==> src/rtl/core/hwf_pkg.sv <==
package hwf_pkg;

    localparam int CFG_W           = 11;
    localparam int CFG_IDX_W       = 1;
    localparam int CFG_SIZE_RESET  = 512;
    localparam int DEF_MAX_WIDTH   = 1024;
    localparam int DEF_MAX_HEIGHT  = 1024;

    localparam logic [CFG_IDX_W-1:0] CFG_FRAME_WIDTH  = 1'd0;
    localparam logic [CFG_IDX_W-1:0] CFG_FRAME_HEIGHT = 1'd1;

    localparam int PIX_W      = 8;
    localparam int COEF_W     = 9;
    localparam int SUM_W      = 11;
    localparam int POS_W      = 10;
    localparam int GROUP_LEN  = 4;
    localparam int GROUP_W    = $clog2(GROUP_LEN);
    localparam int IN_DATA_W  = 8;
    localparam int OUT_DATA_W = 32;

    localparam int QUEUE_DEPTH = 4;
    localparam int QUEUE_AW    = $clog2(QUEUE_DEPTH);
    localparam int QUEUE_LW    = $clog2(QUEUE_DEPTH + 1);

    typedef struct packed {
        logic [GROUP_LEN-1:0][COEF_W-1:0] coef;
        logic [POS_W-1:0]                 row_lo;
        logic [POS_W-1:0]                 row_hi;
        logic [POS_W-1:0]                 col_lo;
        logic [POS_W-1:0]                 col_hi;
        logic                             eof;
    } t_job;

    typedef struct packed {
        logic                valid;
        logic [QUEUE_LW-1:0] level;
    } t_q_stat;

    // Rounds a size register down to even and clamps it to 2..maximum.
    function automatic logic [31:0] eff_size(input logic [CFG_W-1:0] v,
                                             input int unsigned mx);
        logic [31:0] ve;
        ve = {{(32 - CFG_W){1'b0}}, v[CFG_W-1:1], 1'b0};
        if (ve < 32'd2) begin
            ve = 32'd2;
        end else if (ve > 32'(mx)) begin
            ve = 32'(mx) & ~32'd1;
        end
        return ve;
    endfunction

endpackage

==> src/rtl/core/hwf_back.sv <==
module hwf_back (
    input  logic                             i_clk,
    input  logic                             i_rst_n,
    input  hwf_pkg::t_q_stat                 i_q_stat,
    input  hwf_pkg::t_job                    i_head,
    output logic                             o_pop,
    output logic                             m_axis_tvalid,
    input  logic                             m_axis_tready,
    output logic [hwf_pkg::OUT_DATA_W-1:0]   m_axis_tdata,
    output logic                             m_axis_tlast,
    output logic [0:0]                       m_axis_tuser
);

    import hwf_pkg::*;

    localparam int PAD_W = OUT_DATA_W - COEF_W - 2 * POS_W;

    logic [GROUP_W-1:0] r_idx;
    logic               r_valid;
    logic [COEF_W-1:0]  r_coef;
    logic [POS_W-1:0]   r_row;
    logic [POS_W-1:0]   r_col;
    logic               r_last;
    logic               r_eof;

    logic               load;
    logic               idx_last;
    logic [COEF_W-1:0]  n_coef;
    logic [POS_W-1:0]   n_row;
    logic [POS_W-1:0]   n_col;

    assign load     = i_q_stat.valid & (~r_valid | m_axis_tready);
    assign idx_last = (r_idx == GROUP_W'(GROUP_LEN - 1));
    assign o_pop    = load & idx_last;

    always_comb begin
        n_coef = i_head.coef[r_idx];
        case (r_idx)
            2'd0: begin
                n_row = i_head.row_lo;
                n_col = i_head.col_lo;
            end
            2'd1: begin
                n_row = i_head.row_lo;
                n_col = i_head.col_hi;
            end
            2'd2: begin
                n_row = i_head.row_hi;
                n_col = i_head.col_lo;
            end
            default: begin
                n_row = i_head.row_hi;
                n_col = i_head.col_hi;
            end
        endcase
    end

    always_ff @(posedge i_clk) begin
        if (!i_rst_n) begin
            r_idx   <= '0;
            r_valid <= 1'b0;
        end else if (load) begin
            r_idx   <= r_idx + GROUP_W'(1);
            r_valid <= 1'b1;
        end else if (m_axis_tready) begin
            r_valid <= 1'b0;
        end
    end

    always_ff @(posedge i_clk) begin
        if (load) begin
            r_coef <= n_coef;
            r_row  <= n_row;
            r_col  <= n_col;
            r_last <= idx_last;
            r_eof  <= idx_last & i_head.eof;
        end
    end

    assign m_axis_tvalid   = r_valid;
    assign m_axis_tdata    = {{PAD_W{1'b0}}, r_col, r_row, r_coef};
    assign m_axis_tlast    = r_eof;
    assign m_axis_tuser[0] = r_last;

endmodule
==> config.mk <==
export PLATFORM = sky130hd
export DESIGN_NAME = hwf_back
export DESIGN_NICKNAME = d
export VERILOG_FILES = /design/src/rtl/core/hwf_pkg.sv /design/src/rtl/core/hwf_back.sv
export SDC_FILE = /design/constraint.sdc
export NUM_CORES = 1
export LEC_CHECK = 0
export BUFFER_PORTS_ARGS = -buffer_cell sky130_fd_sc_hd__buf_2
export CORE_MARGIN = 2
export CORE_UTILIZATION = 40
export CTS_CLUSTER_DIAMETER = 40
export CTS_CLUSTER_SIZE = 12
export DETAILED_ROUTE_END_ITERATION = 8
export PLACE_DENSITY_LB_ADDON = 0.25
export SYNTH_ARGS = -nofsm -noshare
export SYNTH_HDL_FRONTEND = slang
export SYNTH_SLANG_ARGS = --single-unit
==> constraint.sdc <==
create_clock -name i_clk -period 2.4 [get_ports i_clk]
set_clock_uncertainty 0.1 [all_clocks]
set_input_delay 0.36 -clock i_clk [delete_from_list [all_inputs] [get_ports i_clk]]
set_output_delay 0.36 -clock i_clk [all_outputs]
set_load 0.01 [all_outputs]
==> impl_metrics.csv <==
group,metric,value,unit
logic_synthesis,netlist_area,1615,µm²
critical_path,worst_path_max_delay_cell,"nor2b_4",
critical_path,cp_top_family,"simple AND/OR/NAND/NOR gates",
finish,drive_gt1_frac,0.7368,
logic_synthesis,synthCells,88,
critical_path,path_cells,"nor2b_1 -> nor2b_4 -> and2_1 -> buf_2",
sta,whs,238.2,ps
pwr,power.density,617.3,nW/µm²
detailed_routing,drtAntennaViolNets,0,
clock_network,cts_buffer_depth,2,
pwr,switching_share,0.2394,
sta,hold_viol,0,
logic_synthesis,ys_ff_latch,34,
critical_path,worstPathArrival,1520,ps
detailed_routing,via_count,1188,
sta,slew_violations,0,
clock_network,cts_max_level,2,
logic_synthesis,yosys.area.top_type,"edfxtp_1",
pwr,p_leak,0.001043,µW
sta,max_slew.worst_pin.slew,832.4,ps
detailed_routing,wire_per_inst,13.43,µm
clock_network,insertion_delay,270,ps
sta,rsz0062_at_grt,"no",
outcome,status,"finished clean",
detailed_routing,dr.pass1.iters,4,
floorplan,rows,23,
logic_synthesis,synthMuxAreaShare,0.2796,
critical_path,crit_path_max_incr_delay,430,ps
floorplan,start_util,0.4097,
logic_synthesis,syn_avg_cell_area,18.36,µm²
placed_design,place.gp.congestion,0.7096,
pwr,comb_power_share,0.220,
sta,min_period,1979,ps
clock_network,clock-sinks,34,
logic_synthesis,synth_adder_area_share,0.03098,
logic_synthesis,synthFlopType,"edfxtp_1",
finish,areaGrowthSynthToFinish,44.00,%
logic_synthesis,synth_top_area_share,0.5763,
sta,setup_viol,0,
placed_design,dp_worst_setup_slack,332.6,ps
detailed_routing,vias_per_cell,4.587,
pwr,clockPowerShare,0.270,
critical_path,endpoint_kind,"primary output",
placed_design,dp_hpwl,2701,µm
logic_synthesis,ys_seq_area_frac,0.6135,
min_path,hold_class,"in -> reg",
floorplan,ios,120,
logic_synthesis,synth_edf_count,31,
pwr,internal-power,1092,µW
floorplan,core,3943,µm²
critical_path,crit_buf_inv,1,
global_routing,grt_max_degree,35,
finish,layout.nets,296,
critical_path,required,1940,ps
global_routing,grtUsageTotal,0.1405,
global_routing,antenna_found_initial,0,
logic_synthesis,synthTopCellsByCount,"edfxtp_1, mux2_2, mux4_2",
logic_synthesis,synth.most_common_cell,"edfxtp_1",
critical_path,start_kind,"register",
placed_design,port_buffers,113,
logic_synthesis,synth-xor-area-share,0,
pwr,seqPwrFrac,0.510,
logic_synthesis,synth_top_family_by_area,"multiplexers",
logic_synthesis,yosysUniqueCellTypes,18,
clock_network,cts_root_buf,"clkbuf_8",
detailed_routing,drc,0,
finish,n_antenna_cell,0,
global_routing,grt_pass1_vias,1055,
critical_path,crit_type,"reg -> out",
detailed_routing,first_iter_violations,33,
clock_network,clkTransAtPathRegs,70,ps
critical_path,r2r_setup_slack,660,ps
sta,fin_ws,421.5,ps
clock_network,postCtsSetupRepairBufs,0,
logic_synthesis,yosys.area_share.simple,0.04028,
logic_synthesis,yosys-top-cells-area,"edfxtp_1, mux2_2, mux4_2, dfxtp_1, ha_1",
critical_path,cp_max_fo,17,
detailed_routing,wirelength,3478,µm
floorplan,die_x,67.55,µm
logic_synthesis,ys_async_sr_fraction,0,
floorplan,die-area,4562,µm²
global_routing,grt_first_pass_wirelength,4554,µm
logic_synthesis,ys_warn_count,0,
sta,tns,0,ps
global_routing,globalRouteOverflowTotal,0,
run,drv_cap,0,
clock_network,cts_tree,"built",
pwr,vdd_drop_max,0.3659,mV
logic_synthesis,synth_compound_area_frac,0.004648,
sta,relSlewSlack,0.4426,
clock_network,cts-buffers-inserted,5,
floorplan,die_h,67.55,µm
pwr,power_switching,343.7,µW
sta,timing.final.crit_share,0.8244,
sta,fmax,505.4,MHz
path summary, 6_finish.rpt:
| kind | end | startpoint | depth (start not counted) |
|---|---|---|---|
| max | o_pop | m_axis_tvalid$_SDFFE_PN0P_ | 4 |
| min | m_axis_tvalid$_SDFFE_PN0P_ | i_q_stat[3] | 2 |
| max reg2reg | r_col[1]$_DFFE_PP_ | r_idx[0]$_SDFFE_PN0P_ | 4 |
| min reg2reg | r_idx[0]$_SDFFE_PN0P_ | r_idx[0]$_SDFFE_PN0P_ | 3 |
cell usage in the layout (no fill, tap or decap):
master,instances
buf_2,113
o21a_1,1
inv_1,2
nor2_4,2
buf_4,2
clkinv_2,1
conb_1,3
nor2b_1,1
edfxtp_1,31
and2_1,2
mux4_2,8
nor2b_4,1
mux2_2,20
nand2_1,4
dfxtp_1,3
clkinvlp_4,1
nor2b_2,1
mux4_1,1
clkbuf_8,5
clkinv_1,1
ha_1,4
mux2i_1,2
layout make-up:
| class | instances | area, µm² |
|---|---|---|
| Clock buffer | 5 | 68.82 |
| Clock inverter | 3 | 16.27 |
| Fill cell | 335 | 1617 |
| Inverter | 2 | 7.507 |
| Multi-Input combinational cell | 50 | 599.3 |
| Sequential cell | 34 | 991.0 |
| Tap cell | 50 | 62.56 |
| Timing Repair Buffer | 115 | 580.6 |
cells by family after synthesis:
family / after synthesis
buffers and inverters: 7
other: 1
AOI/OAI and AO/OA: 1
muxes: 31
adders and majority gates: 4
and+or+nand+nor: 10
DFF: 34
metrics by stage:
| stage | cells | instance area (µm²) | power (µW) | utilization |
|---|---|---|---|---|
| detailed placement | 250 | 2232 | 1067 | 0.5662 |
| global placement | 250 | 2232 | 1050 | 0.5662 |
| finish | 259 | 2326 | 1436 | 0.5900 |
| CTS | 258 | 2317 | 1459 | 0.5878 |
| floorplan | 90 | 1623 | 933.5 | - |
| global route | 259 | 2326 | 1509 | 0.5900 |
power groups by stage:
stage	registers (µW)	logic, µW	clock network (µW)
2_1_floorplan	775	158	0
3_3_place_gp	742	307	0
3_5_place_dp	745	322	0
4_1_cts	733	322	404
5_1_grt	737	346	426
6_report	732	316	388
registers in the layout, indices dropped and copies added, names as in the netlist:
register,count
m_axis_tvalid,1
r_coef,9
m_axis_tuser,1
r_col,10
r_idx,2
r_row,10
m_axis_tlast,1
layer usage:
metal | up-vias | track usage | share of wire
li1 | 577 | - | -
met2 | 74 | 0.2500 | 0.50
met3 | 5 | 0.04333 | 0.11
met5 | - | 0 | 0
met4 | 0 | 0.06122 | 0.012
met1 | 532 | 0.1528 | 0.37
what timing repair did:
action                     CTS  global route
setup endpoints to repair    0             1
resized for setup            0             0
hold endpoints to repair     0             0
hold buffers                 0             0
(Power assumes the default switching activity.)
