--- src/rtl/core/hwf_pkg.sv ---
package hwf_pkg;

    localparam int CFG_W           = 11;
    localparam int CFG_IDX_W       = 1;
    localparam int CFG_SIZE_RESET  = 512;
    localparam int DEF_MAX_WIDTH   = 1024;
    localparam int DEF_MAX_HEIGHT  = 1024;

    localparam logic [CFG_IDX_W-1:0] CFG_FRAME_WIDTH  = 1'd0;
    localparam logic [CFG_IDX_W-1:0] CFG_FRAME_HEIGHT = 1'd1;

    localparam int PIX_W      = 8;
    localparam int COEF_W     = 9;
    localparam int SUM_W      = 11;
    localparam int POS_W      = 10;
    localparam int GROUP_LEN  = 4;
    localparam int GROUP_W    = $clog2(GROUP_LEN);
    localparam int IN_DATA_W  = 8;
    localparam int OUT_DATA_W = 32;

    localparam int QUEUE_DEPTH = 4;
    localparam int QUEUE_AW    = $clog2(QUEUE_DEPTH);
    localparam int QUEUE_LW    = $clog2(QUEUE_DEPTH + 1);

    typedef struct packed {
        logic [GROUP_LEN-1:0][COEF_W-1:0] coef;
        logic [POS_W-1:0]                 row_lo;
        logic [POS_W-1:0]                 row_hi;
        logic [POS_W-1:0]                 col_lo;
        logic [POS_W-1:0]                 col_hi;
        logic                             eof;
    } t_job;

    typedef struct packed {
        logic                valid;
        logic [QUEUE_LW-1:0] level;
    } t_q_stat;

    // Rounds a size register down to even and clamps it to 2..maximum.
    function automatic logic [31:0] eff_size(input logic [CFG_W-1:0] v,
                                             input int unsigned mx);
        logic [31:0] ve;
        ve = {{(32 - CFG_W){1'b0}}, v[CFG_W-1:1], 1'b0};
        if (ve < 32'd2) begin
            ve = 32'd2;
        end else if (ve > 32'(mx)) begin
            ve = 32'(mx) & ~32'd1;
        end
        return ve;
    endfunction

endpackage

--- src/rtl/core/hwf_queue.sv ---
module hwf_queue (
    input  logic             i_clk,
    input  logic             i_rst_n,
    input  logic             i_push,
    input  hwf_pkg::t_job    i_job,
    input  logic             i_pop,
    output hwf_pkg::t_q_stat o_stat,
    output hwf_pkg::t_job    o_head
);

    import hwf_pkg::*;

    t_job                r_mem [QUEUE_DEPTH];
    logic [QUEUE_AW-1:0] r_wptr;
    logic [QUEUE_AW-1:0] r_rptr;
    logic [QUEUE_LW-1:0] r_level;

    always_ff @(posedge i_clk) begin
        if (!i_rst_n) begin
            r_wptr  <= '0;
            r_rptr  <= '0;
            r_level <= '0;
        end else begin
            if (i_push) begin
                r_wptr <= r_wptr + QUEUE_AW'(1);
            end
            if (i_pop) begin
                r_rptr <= r_rptr + QUEUE_AW'(1);
            end
            if (i_push && !i_pop) begin
                r_level <= r_level + QUEUE_LW'(1);
            end else if (i_pop && !i_push) begin
                r_level <= r_level - QUEUE_LW'(1);
            end
        end
    end

    always_ff @(posedge i_clk) begin
        if (i_push) begin
            r_mem[r_wptr] <= i_job;
        end
    end

    assign o_stat.valid = (r_level != '0);
    assign o_stat.level = r_level;
    assign o_head       = r_mem[r_rptr];

endmodule

--- config.mk ---
export PLATFORM = sky130hd
export DESIGN_NAME = hwf_queue
export DESIGN_NICKNAME = d
export VERILOG_FILES = /design/src/rtl/core/hwf_pkg.sv /design/src/rtl/core/hwf_queue.sv
export SDC_FILE = /design/constraint.sdc
export NUM_CORES = 1
export LEC_CHECK = 0
export ABC_AREA = 1
export ABC_CLOCK_PERIOD_IN_PS = 2500
export BUFFER_PORTS_ARGS = -buffer_cell sky130_fd_sc_hd__buf_4
export CELL_PAD_IN_SITES_DETAIL_PLACEMENT = 1
export CELL_PAD_IN_SITES_GLOBAL_PLACEMENT = 2
export CORE_UTILIZATION = 25
export CTS_BUF_LIST = sky130_fd_sc_hd__clkbuf_4
export CTS_CLUSTER_SIZE = 24
export DETAILED_ROUTE_END_ITERATION = 7
export PLACE_DENSITY = 0.59
export SETUP_SLACK_MARGIN = 0.3
export SLEW_MARGIN = 0
export SYNTH_ARGS = -nofsm -noshare
export SYNTH_HDL_FRONTEND = slang
export SYNTH_SLANG_ARGS = --single-unit
--- constraint.sdc ---
create_clock -name i_clk -period 2.5 [get_ports i_clk]
set_input_delay 0.625 -clock i_clk [delete_from_list [all_inputs] [get_ports i_clk]]
set_output_delay 0.625 -clock i_clk [all_outputs]
set_load 0.02 [all_outputs]
==> impl_metrics.ini, run 1 <==
[worst_setup_path]
start_kind = flop
cp_top_family = buffers and inverters
crit_path_end_kind = output pin
worst-endpoint-arrival_ns = 2.17
cp_num_buf_inv = 4
cp_cell_sequence = buf_12 -> buf_12 -> buf_16 -> o21ai_1 -> o22ai_1 -> buf_4
crit_type = flop to output pin
slowest_stage = dfxtp_4
max_stage_delay_ns = 0.38
crit_required_ns = 1.88
cp_max_fo = 8
crit_path_frequent_cell = buf_12

[timing]
hold_viol = 0
slew_headroom = 0.6280
max_freq_mhz = 357.7
worst_slew_pin_slew_ns = 0.5580
finalCriticalPeriod_ns = 2.796
rsz0062_at_grt = true
slew_violations = 0
setup_ws_ns = -0.2959
finalSetupViolCount = 77
finalCritPeriodShare = 1.118
finalClockSkew_ns = 0.04466

[clock_tree]
cts_max_path_buffers = 3
clkTransAtPathRegs_ns = 0.08
htreeDepth = 3
clock_sinks = 317
insertion_delay_ns = 0.80
cts_made_buffers = 88
cts_tree = yes
root_buffer = clkbuf_4

[synthesis]
syn_area_mm2 = 0.01186
yosysSeqAreaShare = 0.7953
yosys.area.top_type = edfxtp_1
synth_edf_count = 308
yosys_warnings = 0
yosys-top-cells-area = edfxtp_1 78%, o21ai_0 6.5%, nor2_1 5.1%
synth.avg_cell_area_um2 = 14.78
netlist.area_leader.share = 0.7801
synth_cells = 802
synth-seq-cells = 317
ys_dominant_reg_cell = edfxtp_1
synth_cell_types = 23
synthesis.nets = 889
async_flop_share = 0

[pwr]
intPower_uw = 9602
total_power_uw = 13030
ir_drop_mv = 0.4348
p_switching_uw = 3428
switching_share = 0.2631
p_leak_uw = 0.006305
p_comb_frac = 0.164
seqPwrFrac = 0.472
p_clk_frac = 0.365
p_per_area_mw_per_mm2 = 740.1

[placement]
place.gp.congestion = 0.6762
dp_hpwl_um = 17840
port_buffers = 161

[die]
io-pin-count = 162
rows = 79
die_h_um = 219.8
die_w_um = 219.8
dieArea_mm2 = 0.04830
core_mm2 = 0.04665
start_util = 0.2541

[global_route]
antenna_found_initial = 4
grt_overflow = 0
grt_max_degree = 78
grt_pass1_vias = 8607
grt_pass1_wl_um = 53130
track_usage = 0.1515

[cells_and_area]
final_util = 0.3774
num-nets-final = 1233
final_common_cell = edfxtp_1
syn2layout_area_growth_pct = 48.49
multi_input_area_mm2 = 0.002679
n_fill_cell = 4893
drive_gt1_frac = 0.4149
mostFrequentLayoutCells = 308 x edfxtp_1, 130 x clkbuf_4, 126 x buf_4
seqCellArea_mm2 = 0.009442

[worst_hold_path]
hold_class = primary input to flop

[route]
wl_per_cell_um = 20.86
vias = 8141
via_per_inst = 4.485
drcViolationCount = 28
drt_iter0_drc = 321
ant_nets = 0
routed_wl_um = 37860
first_pass_iters = 6

[status]
status = finished, violations left
violations = DRC, setup timing

[job]
max_cap_violations = 0
[layout make-up]
cell class | instances | share of cell area
clock buffer | 130 | 0.05543
timing repair buffer | 301 | 0.1979
timing repair inverter | 2 | 0.001564
multi-input combinational | 419 | 0.1522
clock inverter | 19 | 0.007462
tap | 607 | 0.04314
sequential | 317 | 0.5363
antenna | 3 | 0.0004264
inverter | 17 | 0.005685
[repair_timing]
action,CTS,global route
resized for setup,161,153
pin swaps,35,44
setup endpoints to repair,78,77
buffers inserted,14,3
endpoints found under the hold margin,309,0
hold buffers,78,0
cloned,19,9
[worst register-to-register path, delay by kind of cell, from the launching register on]
kind	cells	cell delay, ns
buf+inv	3	0.94
flops	1	0.36
fa+ha+maj	1	0.23
simple gates	1	0.09
[cells in the mapped netlist (all sizes together) (4+ instances only)]
master / instances
o22ai: 77
clkbuf: 22
o21ai: 160
nor2: 160
buf: 27
edfxtp: 308
ha: 5
dfxtp: 9
nand2: 10
a21oi: 4
inv: 17
[power by group through the flow]
stage	Clock [µW]	Combinational, µW	Sequential (µW)
6_report	4750	2130	6140
5_1_grt	5210	2280	6160
4_1_cts	4950	1990	6130
3_5_place_dp	0	1500	6240
3_3_place_gp	0	1480	6230
2_1_floorplan	0	736	6240
[worst paths after layout]
path         slack [ns]      endpoint  startpoint  cells past startpoint
max reg2reg        0.58  r_mem[0][47]   r_wptr[0]                      5
min reg2reg        0.47          flop   r_rptr[1]                      1
max               -0.30    o_head[24]        flop                      6
min                0.15     r_rptr[0]       i_pop                      3
[sequential cells by signal (all words and copies together), names as in the netlist, named ones only]
signal,count
r_mem,308
r_wptr,2
r_rptr,2
r_level,3
[stage by stage]
stage | cell area, µm² | setup TNS, ns | std cells | hold slack (ns) | setup slack [ns]
after CTS | 16910 | -27.53 | 1800 | 0.04231 | -0.4330
after global routing | 17600 | -24.58 | 1814 | 0.1275 | -0.4021
after detailed placement | 13900 | 0 | 1540 | 0.4578 | 0.3505
final | 17610 | -15.61 | 1815 | 0.1518 | -0.2959
after global placement | 13900 | 0 | 1540 | 0.4545 | 0.3951
after floorplan | 11880 | 0 | 802 | 0.4115 | 0.3123
[logic make-up (layout without fill, tap and decap cells)]
| kind of cell | count (synthesis) | after routing | synth area share |
|---|---|---|---|
| AOI/OAI and AO/OA | 241 | 241 | 0.1104 |
| adders and majority gates | 6 | 6 | 0.006965 |
| buffers and inverters | 66 | 469 | 0.03261 |
| DFF | 317 | 317 | 0.7953 |
| other | 0 | 3 | 0 |
| and+or+nand+nor | 172 | 172 | 0.05477 |
[metal layers]
metal	global-route usage	vias up	routed length, µm
met5	0	-	13
met4	0.05724	2	716
met3	0.04265	57	1837
met2	0.2434	191	18130
met1	0.1931	4102	17160
li1	-	3789	-
Power figures use the tool's default switching activity.
==> inputs of run 2 (changes only) <==
--- a/config.mk
+++ b/config.mk
@@ -7,7 +7,7 @@
 export LEC_CHECK = 0
 export ABC_AREA = 1
 export ABC_CLOCK_PERIOD_IN_PS = 2500
-export BUFFER_PORTS_ARGS = -buffer_cell sky130_fd_sc_hd__buf_4
+export BUFFER_PORTS_ARGS = -buffer_cell sky130_fd_sc_hd__buf_2
 export CELL_PAD_IN_SITES_DETAIL_PLACEMENT = 1
 export CELL_PAD_IN_SITES_GLOBAL_PLACEMENT = 2
 export CORE_UTILIZATION = 25
@@ -20,3 +20,4 @@
 export SYNTH_ARGS = -nofsm -noshare
 export SYNTH_HDL_FRONTEND = slang
 export SYNTH_SLANG_ARGS = --single-unit
+export TNS_END_PERCENT = 50
==> run 2 against run 1 <==
Critical path type unchanged. Power fell by 1.6%. Clock skew shrank 0.016 ns. Utilization decreased by 1.4 points. Highest routed layer unchanged. The flow still finishes with violations (DRC, setup timing). Clock power barely moved. Cell count up 0.28%. Via count is 0.75% higher. Worst setup slack gained 0.10 ns. Count of clock-buffer cells in the layout up 8. Worst hold slack improved by 0.0063 ns. Sequential cell count unchanged. Global-route usage is essentially flat. Sequential power about the same.
==> impl_metrics.ini, run 2 (synthesis results as in run 1) <==
[worst_hold_path]
worstHoldStart = i_rst_n
hold_end = r_level[2]
hold_class = primary input to flop
whs_path_depth = 3

[clock_tree]
clock_sinks = 317
cts_tree = yes
clkTransAtPathRegs_ns = 0.07
insertion_delay_ns = 0.78
root_buffer = clkbuf_4
cts_made_buffers = 89
cts_max_path_buffers = 3
htreeDepth = 3

[cells_and_area]
stdcell_area_mm2 = 0.01694
largest_reg_flops = 308
n_fill_cell = 4922
mostFrequentLayoutCells = 308 x edfxtp_1, 153 x nor2_1, 138 x clkbuf_4
largest_register = r_mem
syn2layout_area_growth_pct = 42.89
num-nets-final = 1234
drive_gt1_frac = 0.3675
final_common_cell = edfxtp_1
top_regs = r_mem x308, r_level x3

[die]
die_h_um = 219.8
io-pin-count = 162
rows = 79
start_util = 0.2541
dieArea_mm2 = 0.04830
die_w_um = 219.8
core_mm2 = 0.04665

[placement]
port_buffers = 161
place.gp.congestion = 0.6840
dp_hpwl_um = 17070
placed_cell_area_mm2 = 0.01348

[global_route]
grt_max_degree = 57
grt_pass1_vias = 8733
grt_pass1_wl_um = 52960
antenna_found_initial = 4
grt_overflow = 0
track_usage = 0.1512

[timing]
rsz0062_at_grt = true
timing.hold.ws_ns = 0.1582
worst_slew_pin_slew_ns = 0.4173
finalCriticalPeriod_ns = 2.693
setup_ws_ns = -0.1927
finalClockSkew_ns = 0.02913
finalCritPeriodShare = 1.077
hold_viol = 0
slew_violations = 0
slew_headroom = 0.7218
max_freq_mhz = 371.4
finalSetupViolCount = 77

[worst_setup_path]
slowest_stage = dfxtp_4
crit_type = flop to output pin
cp_cell_sequence = buf_12 -> buf_12 -> buf_16 -> o21ai_1 -> o22ai_1 -> buf_4
rr_worst_depth = 5
max_stage_delay_ns = 0.38
cp_max_fo = 6
rrSetupSlack_ns = 0.87
crit_path_frequent_cell = buf_12
worst-endpoint-arrival_ns = 2.07
crit_required_ns = 1.88
r2r_end = r_mem[1][28]
timing.rr.start = r_wptr[1]
start_kind = flop
crit_path_end_kind = output pin

[route]
routed_wl_um = 38550
first_pass_iters = 6
ant_nets = 0
via_per_inst = 4.507
drcViolationCount = 26
vias = 8202
wl_per_cell_um = 21.18
drt_iter0_drc = 382

[pwr]
p_per_area_mw_per_mm2 = 756.9
p_leak_uw = 0.006114
ir_drop_mv = 0.3019

[status]
violations = DRC, setup timing
status = finished, violations left

[job]
max_cap_violations = 0
run 2: cell types whose count changed in the layout (fill, tap and decap cells not counted), moves of 12 or more:
cell,previous run,this run
buf_4,126,69
nor2_2,29,6
o21ai_1,56,72
nor2_1,125,153
o22ai_1,31,56
o22ai_2,44,21
o21ai_0,63,51
buf_2,0,84
buf_6,46,19
run 2: layout make-up:
class / count / area [µm²] / area share
repair inverters: 2 / 17.52 / 0.001034
multi-input cells: 419 / 2350 / 0.1387
diodes: 5 / 12.51 / 0.0007386
well taps: 607 / 759.5 / 0.04483
flip-flops and latches: 317 / 9438 / 0.5571
clock inverters: 14 / 81.33 / 0.004801
inverters: 17 / 100.1 / 0.005908
repair buffers: 301 / 3147 / 0.1857
clock buffers: 138 / 1036 / 0.06115
run 2: how the worst max path moves through the flow:
stage                 from     endpoint  slack, ns  depth (start not counted)
floorplan           i_push  r_mem[1][0]       0.28                          2
global placement      flop   o_head[22]       0.50                          4
detailed placement    flop   o_head[43]       0.45                          6
CTS                   flop   o_head[16]      -0.33                          6
global route          flop   o_head[51]      -0.34                          7
finish                flop    o_head[3]      -0.19                          6
run 2: report_power, final:
| part | leakage [µW] | switching [µW] | total (µW) | internal (µW) |
|---|---|---|---|---|
| logic | 0.00253 | 1120 | 1970 | 845 |
| registers | 0.00291 | 63.4 | 6130 | 6070 |
| clock network | 0.000674 | 2150 | 4720 | 2580 |
run 2: repair_timing:
item	in CTS	in global routing
endpoints found under the hold margin	307	0
pin swaps	17	38
gates cloned	16	13
setup buffers	15	0
endpoints found under the setup margin	77	78
hold buffers	77	0
resized for setup	173	128
run 2: per-layer routing:
metal,GRT usage,share of wire
met2,0.2444,0.47
met4,0.05517,0.018
met5,0,0.00031
met1,0.1942,0.47
met3,0.03920,0.042
run 2: per-stage QoR:
stage,power (µW),utilization,worst slack [ns],setup TNS [ns],std cells
after floorplan,6975,-,0.2827,0,802
after global placement,7524,0.2889,0.5034,0,1542
after detailed placement,7546,0.2889,0.4529,0,1542
after CTS,12870,0.3512,-0.3274,-21.98,1802
after global routing,13430,0.3631,-0.3432,-22.59,1820
final,12820,0.3631,-0.1927,-10.84,1820
run 2: worst max-delay path: cells and delay by family (launching register included):
kind	cells	cell delay, ns
buffers and inverters	4	0.60
flip-flops	1	0.38
AO/OA/AOI/OAI	2	0.32
==> inputs of run 3 (changes only) <==
--- a/config.mk
+++ b/config.mk
@@ -15,6 +15,7 @@
 export CTS_CLUSTER_SIZE = 24
 export DETAILED_ROUTE_END_ITERATION = 7
 export PLACE_DENSITY = 0.59
+export REMOVE_ABC_BUFFERS = 1
 export SETUP_SLACK_MARGIN = 0.3
 export SLEW_MARGIN = 0
 export SYNTH_ARGS = -nofsm -noshare
==> run 3 against run 2 <==
The flow still finishes with violations (DRC, setup timing). Worst setup slack worse by 0.016 ns. Maximum frequency fell by 0.60%. Routed wire length is 2.1% lower. Sequential power hardly changed. Non-clock buffer count is 15 lower. Power shrank 0.77%. Cell count is 0.66% lower. Worst hold slack worse by 0.061 ns.
==> impl_metrics.ini, run 3 (synthesis results as in run 1) <==
[clock_tree]
clkTransAtPathRegs_ns = 0.05
root_buffer = clkbuf_4
clock_sinks = 317
insertion_delay_ns = 0.78
htreeDepth = 3
cts_tree = yes
cts_max_path_buffers = 3
cts_made_buffers = 87

[route]
routed_wl_um = 37730
vias = 8106
wl_per_cell_um = 20.87
drt_iter0_drc = 389
drcViolationCount = 18
first_pass_iters = 6
ant_nets = 0
via_per_inst = 4.483

[cells_and_area]
final_common_cell = edfxtp_1
largest_register = r_mem
final_util = 0.3588
mostFrequentLayoutCells = 308 x edfxtp_1, 140 x nor2_1, 129 x clkbuf_4
num-nets-final = 1217
largest_reg_flops = 308
stdcell_area_mm2 = 0.01674
drive_gt1_frac = 0.3593
syn2layout_area_growth_pct = 41.18
top_regs = r_mem x308, r_level x3

[worst_setup_path]
crit_path_frequent_cell = buf_12
cp_cell_sequence = buf_12 -> inv_16 -> buf_12 -> buf_16 -> o21ai_1 -> o22ai_1 -> buf_4
worst-endpoint-arrival_ns = 2.08
cp_num_buf_inv = 5
cp_top_family = buffers and inverters
cp_max_fo = 14
crit_path_end_kind = output pin
max_stage_delay_ns = 0.36
crit_type = flop to output pin
start_kind = flop
crit_required_ns = 1.88
slowest_stage = dfxtp_4

[placement]
place.gp.congestion = 0.6951
placed_cell_area_mm2 = 0.01346
dp_hpwl_um = 17200
port_buffers = 161

[global_route]
track_usage = 0.1517
grt_overflow = 0
grt_max_degree = 45
grt_pass1_wl_um = 52730
grt_pass1_vias = 8549
antenna_found_initial = 5

[timing]
slew_violations = 0
setup_ws_ns = -0.2089
finalCritPeriodShare = 1.084
tns_ns = -11.65
max_freq_mhz = 369.2
finalCriticalPeriod_ns = 2.709
slew_headroom = 0.7779
rsz0062_at_grt = true
timing.hold.ws_ns = 0.09670
finalClockSkew_ns = 0.03337
hold_viol = 0
worst_slew_pin_slew_ns = 0.3331
finalSetupViolCount = 77

[status]
violations = DRC, setup timing
status = finished, violations left

[die]
start_util = 0.2541
io-pin-count = 162
die_h_um = 219.8
rows = 79
die_w_um = 219.8
dieArea_mm2 = 0.04830
core_mm2 = 0.04665

[pwr]
p_per_area_mw_per_mm2 = 760.2
p_leak_uw = 0.006038
ir_drop_mv = 0.2911
total_power_uw = 12720

[worst_hold_path]
hold_class = primary input to flop

[job]
max_cap_violations = 0
==> run 3: final cells by class <==
cell class              instances  area, µm²
well taps                     607      759.5
fillers                      4937      29920
inverters                      17      95.09
flip-flops and latches        317       9439
clock inverters                24      145.1
clock buffers                 129      968.4
repair buffers                286       2959
multi-input cells             419       2337
repair inverters                2      17.52
diodes                          7      17.52
==> run 3: timing repair <==
action | in CTS | in global routing
cloned | 19 | 7
resized for setup | 139 | 110
hold buffers | 71 | 0
endpoints found under the hold margin | 263 | 0
pin swaps | 14 | 27
endpoints found under the setup margin | 78 | 78
buffers inserted | 10 | 1
==> run 3: final timing paths <==
check             startpoint            to  slack, ns  cells after the start
hold / removal     i_job[65]  r_mem[1][65]        0.1                      1
setup / recovery        flop     o_head[7]      -0.21                      7
setup reg to reg   r_wptr[0]  r_mem[2][71]       0.91                      5
hold reg to reg    r_rptr[1]     r_rptr[1]       0.44                      1
==> run 3: where the power goes <==
part           total [µW]  switching, µW  internal (µW)
Clock                4680           2130           2550
Combinational        1910           1100            807
Sequential           6130           64.6           6070
Total               12700           3300           9430
==> run 3: metrics by stage <==
stage | instances | setup slack [ns]
2_1_floorplan | 753 | -2.102
3_3_place_gp | 1540 | 0.4502
3_5_place_dp | 1540 | 0.4260
4_1_cts | 1793 | -0.3520
5_1_grt | 1808 | -0.3800
6_report | 1808 | -0.2089
==> run 3: routing by layer <==
metal	GRT usage	vias up	routed length (µm)
met5	0	-	23
met4	0.04828	4	663
met3	0.04541	59	1946
met2	0.2399	202	17540
met1	0.1981	4080	17560
li1	-	3761	-
==> run 3: worst reg2reg max path: cells and delay by family (launching register included) <==
| family | cells | cell delay (ns) |
|---|---|---|
| DFF | 1 | 0.32 |
| buffers and inverters | 3 | 0.70 |
| adders and majority gates | 1 | 0.15 |
| and+or+nand+nor | 1 | 0.08 |
